**src/sv/scs_pkg.sv**
```systemverilog
// Shared types, codes and constants for the single-shot sample capture scaler.
// Used by the controller, the datapath and the top level.
`default_nettype none

package scs_pkg;

  typedef enum logic [1:0] {
    OP_TICK    = 2'd0,
    OP_RESTART = 2'd1,
    OP_READ    = 2'd2
  } op_e;

  typedef enum logic [1:0] {
    CFG_CAPTURE_LENGTH  = 2'd0,
    CFG_PIXELS_PER_VOLT = 2'd1,
    CFG_CENTER_ROW      = 2'd2,
    CFG_FIRST_COLUMN    = 2'd3
  } cfg_e;

  typedef enum logic [2:0] {
    ST_IDLE,
    ST_MUL_RECIP,
    ST_MUL_CHECK,
    ST_CORRECT,
    ST_SCALE,
    ST_ROUND,
    ST_RESULT
  } state_e;

  localparam int CFG_IDX_W = 2;
  localparam int CFG_DATA_W = 11;

  localparam logic [10:0] CAPTURE_LENGTH_RST  = 11'd790;
  localparam logic [7:0]  PIXELS_PER_VOLT_RST = 8'd47;
  localparam logic [9:0]  CENTER_ROW_RST      = 10'd239;
  localparam logic [10:0] FIRST_COLUMN_RST    = 11'd4;

  // volt_q16 = floor(code * VOLT_NUM / VOLT_DEN) - VOLT_LIMIT
  localparam int Q16_FRAC = 16;
  localparam logic [22:0] VOLT_NUM = 23'd5947392;
  localparam logic [19:0] VOLT_DEN = 20'd546125;
  localparam logic [19:0] VOLT_RECIP = 20'((64'(VOLT_NUM) << Q16_FRAC) / 64'(VOLT_DEN));
  localparam logic signed [20:0] VOLT_LIMIT = 21'sd327680;

  localparam logic signed [15:0] ROW_MAX = 16'sd2047;
  localparam logic signed [15:0] ROW_MIN = -16'sd2048;

  typedef struct packed {
    logic [1:0]  opcode;
    logic [15:0] adc_code;
    logic [9:0]  read_index;
  } in_t;

  typedef struct packed {
    logic [11:0]        pixel_x;
    logic signed [11:0] pixel_y;
    logic               entry_valid;
    logic               capture_full;
    logic [10:0]        captured_count;
    logic [31:0]        elapsed_ticks;
  } out_t;

  typedef struct packed {
    logic [10:0] capture_length;
    logic [7:0]  pixels_per_volt;
    logic [9:0]  center_row;
    logic [10:0] first_column;
  } cfg_t;

  typedef struct packed {
    logic accept;
    logic mul_recip;
    logic mul_check;
    logic correct;
    logic scale;
    logic round;
  } cmd_t;

  typedef struct packed {
    logic read_op;
  } status_t;

endpackage

`default_nettype wire

```
**src/sv/scs_ctrl.sv**
```systemverilog
// Sequencer for the capture scaler: accepts transactions and steps the
// datapath through its read stages. Depends on scs_pkg.
`default_nettype none

module scs_ctrl
  import scs_pkg::*;
(
  input  wire logic    clk_i,
  input  wire logic    rst_ni,
  input  wire logic    start,
  input  wire status_t status_i,
  output cmd_t         cmd_o,
  output logic         busy,
  output logic         done_o
);

  state_e state_q, state_d;

  always_ff @(posedge clk_i or negedge rst_ni) begin
    if (!rst_ni) begin
      state_q <= ST_IDLE;
    end else begin
      state_q <= state_d;
    end
  end

  always_comb begin
    state_d = state_q;
    case (state_q)
      ST_IDLE, ST_RESULT: begin
        if (cmd_o.accept) begin
          state_d = status_i.read_op ? ST_MUL_RECIP : ST_RESULT;
        end else begin
          state_d = ST_IDLE;
        end
      end
      ST_MUL_RECIP: state_d = ST_MUL_CHECK;
      ST_MUL_CHECK: state_d = ST_CORRECT;
      ST_CORRECT:   state_d = ST_SCALE;
      ST_SCALE:     state_d = ST_ROUND;
      ST_ROUND:     state_d = ST_RESULT;
      default:      state_d = ST_IDLE;
    endcase
  end

  always_comb begin
    cmd_o  = '0;
    busy   = 1'b1;
    done_o = 1'b0;
    case (state_q)
      ST_IDLE:      busy = 1'b0;
      ST_RESULT: begin
        busy   = 1'b0;
        done_o = 1'b1;
      end
      ST_MUL_RECIP: cmd_o.mul_recip = 1'b1;
      ST_MUL_CHECK: cmd_o.mul_check = 1'b1;
      ST_CORRECT:   cmd_o.correct = 1'b1;
      ST_SCALE:     cmd_o.scale = 1'b1;
      ST_ROUND:     cmd_o.round = 1'b1;
      default:      busy = 1'b0;
    endcase
    cmd_o.accept = start && !busy;
  end

  a_one_cmd: assert property (@(posedge clk_i) disable iff (!rst_ni)
    $onehot0({cmd_o.accept, cmd_o.mul_recip, cmd_o.mul_check, cmd_o.correct,
              cmd_o.scale, cmd_o.round}))
    else $error("more than one datapath command active");

  a_short_op_done: assert property (@(posedge clk_i) disable iff (!rst_ni)
    cmd_o.accept && !status_i.read_op |=> done_o)
    else $error("tick or restart result not delivered next cycle");

  a_round_done: assert property (@(posedge clk_i) disable iff (!rst_ni)
    cmd_o.round |=> done_o && !busy)
    else $error("read result not delivered after row stage");

endmodule

`default_nettype wire

```
**config.mk**
```make
export PLATFORM = sky130hd
export DESIGN_NAME = scs_ctrl
export DESIGN_NICKNAME = d
export VERILOG_FILES = /design/src/sv/scs_pkg.sv /design/src/sv/scs_ctrl.sv
export SDC_FILE = /design/constraint.sdc
export NUM_CORES = 1
export LEC_CHECK = 0
export ABC_CLOCK_PERIOD_IN_PS = 2500
export BUFFER_PORTS_ARGS = -buffer_cell sky130_fd_sc_hd__clkbuf_2
export CORE_AREA = 2 2 39 41
export DETAILED_ROUTE_END_ITERATION = 10
export DIE_AREA = 0 0 41 43
export PLACE_DENSITY = 0.41
export SKIP_CTS_REPAIR_TIMING = 1
export SLEW_MARGIN = 20
export SYNTH_ARGS = -nofsm -noshare
export SYNTH_HDL_FRONTEND = slang
export SYNTH_SLANG_ARGS = --single-unit
```
**constraint.sdc**
```tcl
create_clock -name clk_i -period 2.5 [get_ports clk_i]
set_input_delay 0.25 -clock clk_i [delete_from_list [all_inputs] [get_ports clk_i]]
set_output_delay 0.25 -clock clk_i [all_outputs]
set_load 0.03 [all_outputs]
```
---- Yosys cells after proc, flatten, opt, wreduce, memory -nomap -nowiden ----
Cells that the tools add are included.
cells by class
  multiplexer cells ....................... 10
  reductions and logical operators ........ 5
  eq/ne operators ......................... 6
operators with widths
  operator              number
  $pmux W3 S6           1
  $eq A3 B3 Y1 const B  3
  $mux W1               7
  $eq A3 B2 Y1 const B  2
  $mux W3               2
  $reduce_or A5 Y1      1
  $eq A3 B1 Y1 const B  1
  $logic_not A3 Y1      1
  $reduce_or A2 Y1      1
  $logic_and A1 B1 Y1   1
  $logic_not A1 Y1      1
word-level totals
  flip-flop bits (word level) ............. 3
  output and inout bits ................... 8
  word-level logic and storage cells ...... 22

---- Logic depth before layout (Yosys ltp) ----
  depth after elaboration ................. 7
  gate-level depth with buffers ........... 7

---- Least setup slack after synthesis ----
Ideal clock, no wire load.
  path kind ............................... reg-to-reg
  from .................................... register state_q[1]
  to ...................................... register state_q[2]
  stages on the path, launching flop included .. 8
  arrival ................................. 1.643 ns
  buffers on the path ..................... 2
  path slack .............................. 0.737 ns
  data required time ...................... 2.380 ns
  path through ............................ dfrtp_1 buf_2 inv_1 ha_1 buf_6 and4bb_4 maj3_2 o211a_1
on the way
  word-level cells in the longest chain between the ends .. 7
  elaborated cells on any way between the ends .. 14
ends and longest elaborated chain
  element                               RTL line                        text
  start, declared                       scs_ctrl.sv:17                  state_e state_q, state_d;
  start signal, assigned                scs_ctrl.sv:23                  state_q <= state_d;
  $eq A3 B3 Y1 (tied with other cells)  scs_ctrl.sv:29, scs_ctrl.sv:50
  $reduce_or A5 Y1 (no source line)     -
  $mux W1                               scs_ctrl.sv:50                  case (state_q)
  $logic_not A1 Y1                      scs_ctrl.sv:63                  cmd_o.accept = start && !busy;
  $logic_and A1 B1 Y1                   scs_ctrl.sv:63
  $mux W3                               scs_ctrl.sv:31                  if (cmd_o.accept) begin
  $pmux W3 S6 (*)                       scs_ctrl.sv:29                  case (state_q)
  via state_d[2]                        scs_ctrl.sv:17
The timed path passes the listed nets; every way through them passes the cells marked *.

---- Worst setup path after layout ----
  from .................................... register state_q[1]
  to ...................................... output busy
on the way
  word-level cells in the longest chain between the ends .. 3
  elaborated cells on any way between the ends .. 7
ends and longest elaborated chain
  element                                RTL line        text
  $eq A3 B3 Y1 (tied with other cells)   scs_ctrl.sv:50
  $reduce_or A5 Y1 (no source line) (*)  -
  $mux W1 (*)                            scs_ctrl.sv:50
  end, declared                          scs_ctrl.sv:13  output logic busy,
Mark *: on every way between the ends. The rest lies on a longest branch, timed or not.

==> key figures <==
Detailed routing
  – Pre-Repair DR Iteration Count: 2
  – DR iter-0 viols: 3
  – Detailed-route vias per instance: 4.38
  – DRC violations left: 0
  – WL/cell: 9.02 um
  – Vias: 276
  – Final wirelength: 568 um
  – Antenna viol nets, final: 0

Yosys
  – Netlist cell types: 22
  – Synth Register Bits: 3
  – Post-Syn Area: 284 um2
  – Synth Instances: 35
  – Syn_area_per_cell: 8.11 um2
  – Sequential area share after synthesis: a little over a quarter
  – Mapped Nets: 40
  – Syn. warnings: 0

Cells and area
  – Design Area, Final: 370 um2
  – Share of post-route cells with drive strength above 1: 36.2%
  – Diodes inserted: 0
  – Max FFs per register: 3
  – Layout filler cell count: 162
  – Register with the most flip-flops: state_q
  – Top flop regs: state_q x3
  – Final nets: 53
  – Core Util, Final: between 20% and 30%
  – Synth-to-Final Area Change: 30.4%
  – Non-filler cells, final: 63

Setup path
  – CP bufs+invs: 2
  – Critical path endpoint category: primary output
  – Critical path's top delay family: flip-flops
  – Worst path required time: 2250 ps
  – WS Path Type: register to primary output
  – CP Launch Type: register
  – Biggest cell delay along the critical path: between 400 and 500 ps
  – CP max-delay cell: dfrtp_1
  – Crit Path Max Fanout: 9
  – CP arrival: 1710 ps
  – CP Cell Sequence: inv_1, ha_1, or2b_1, clkbuf_2

Power
  – Share of power burned in registers: 20.0%
  – Sw Ratio: 51.5%
  – Switching power: ~0.28 mW
  – Power Total: 0.553 mW
  – P_leak: 0.193 nW
  – Peak supply drop: 375 uV
  – Power Dens Cells: 1490 mW/mm2
  – Internal power: approximately 0.27 mW
  – Power share of the clock group: 15.5%
  – Combinational Power Share: between 60% and 70%

STA
  – Worst slew pin tran: 276 ps
  – Setup tns final: 0 ps
  – Tmin final: 1960 ps
  – Unrepaired setup endpoints after global routing: false
  – Fmax: 510 MHz
  – Setup slack after layout: 540 ps
  – Max-slew violation count: 0
  – Rel. slew slack: 81.6%
  – Hold_ws: 343 ps
  – Final setup violation count: 0
  – Clock Skews: between 4 and 5 ps
  – Tcrit/Tclk final: 78.4%
  – Final hold viol count: 0

Clock tree
  – Clk slew on worst S/H paths: 40 ps
  – TritonCTS buffer count: 3
  – CTS tree: done
  – H-Tree Level Count: 1
  – CTS root buf: clkbuf_4
  – Clock buffer depth: 2
  – Clk_lat worst skew: around 230 ps
  – Clk sinks: 3

Global route
  – Gr usage total: slightly above 8%
  – Largest net degree at the start of global routing: 12
  – Vias in the first global route: 217
  – First-pass GRT wire length: between 800 and 900 um
  – GR Overflow Total: 0
  – Initial antenna violation count: 0

Floorplanning
  – Die width: 41 um
  – DIE HEIGHT: 43 um
  – Initial Utilization: 20.5%
  – IO Pins: 12
  – Die footprint: 0.00176 mm2
  – Cell Rows: 14
  – Core Area: 0.00138 mm2

Place
  – PortBufs: 11
  – Placed Instances: between 50 and 60
  – Gpl congestion: 0.618
  – Placement Cell Area: 334 um2
  – Pre-CTS WS: around 600 ps

Min path
  – Hold Crit Class: input port to async pin

Status
  – Status: finished, final reports clean

Job
  – Max-cap violation count: 0
[logic make-up (layout without fill, tap and decap cells)]
kind of cell             Yosys count  after routing  share of synthesized area [%]
AND/OR/NAND/NOR                   17             17                           33.5
multiplexers                       1              1                           3.96
XOR/XNOR                           1              1                           3.08
adder cells (fa/ha/maj)            2              2                           8.37
buffers and inverters              6             18                           11.5
flip-flops                         3              3                           26.4
AO/OA/AOI/OAI                      5              5                           13.2
[area by class of cell]
class	instances	area (um2)	share of cell area (%)
clock buffers	4	26.3	7.09
multi-input cells	26	176	47.6
flip-flops and latches	3	75.1	20.3
well taps	16	20.0	5.41
inverters	2	7.51	2.03
repair buffers	12	65.1	17.6
[worst reg2reg max path, cell delays in order (launching register included)]
cell and delay [ps]:
dfrtp_1 470, inv_1 140, ha_1 420, and4bb_4 250
maj3_2 300, o211a_1 200
[cell usage after synthesis]
master | n | area (um2)
a21oi_1 | 1 | 5.00
a22oi_1 | 1 | 7.51
and3_1 | 3 | 18.8
and4bb_4 | 1 | 16.3
buf_2 | 2 | 10.0
buf_6 | 1 | 11.3
clkbuf_1 | 1 | 3.75
dfrtp_1 | 3 | 75.1
ha_1 | 1 | 12.5
inv_1 | 2 | 7.51
maj3_2 | 1 | 11.3
mux2_2 | 1 | 11.3
nand2_1 | 2 | 7.51
nand2b_1 | 1 | 6.26
nand3_1 | 2 | 10.0
nor2_1 | 5 | 18.8
nor3_1 | 2 | 10.0
o211a_1 | 1 | 10.0
o221ai_1 | 1 | 8.76
o22ai_1 | 1 | 6.26
or2b_1 | 1 | 7.51
xnor2_1 | 1 | 8.76
[power groups by stage]
stage	clock, mW	combinational, mW	sequential (mW)
final	0.0859	0.357	0.111
after global routing	0.0986	0.389	0.117
after CTS	0.0911	0.361	0.111
after detailed placement	0	0.360	0.112
after global placement	0	0.362	0.114
after floorplan	0	0.351	0.0742
[final timing paths]
path                             from          to  slack, ps  cells past startpoint
max                        state_q[1]        busy        540                      4
min                            rst_ni  state_q[1]        340                      2
min reg2reg                state_q[0]  state_q[0]        610                      1
max reg2reg                state_q[1]  state_q[2]        620                      5
max in group asynchronous      rst_ni  state_q[0]       2040                      2
min in group clk_i           status_i  state_q[0]        370                      4
[layer usage]
metal	routed length, um	vias up	global-route usage (%)
met5	0	-	0
met4	0	0	8.00
met3	26	0	4.71
met2	266	6	8.44
met1	274	124	10.4
li1	-	146	-
[layout by cell type (no fill, tap or decap)]
cell	n
clkbuf_2	11
nor2_1	5
and3_1	3
clkbuf_4	3
dfrtp_1	3
inv_1	2
nor3_1	2
nand2_1	2
nand3_1	2
or2b_1	1
and4bb_4	1
a21oi_1	1
nand2b_1	1
a22oi_1	1
o22ai_1	1
xnor2_1	1
mux2_2	1
maj3_2	1
o221ai_1	1
o211a_1	1
ha_1	1
clkbuf_1	1
dlygate4sd3_1	1
No activity file was read; power rests on OpenSTA's default activity.
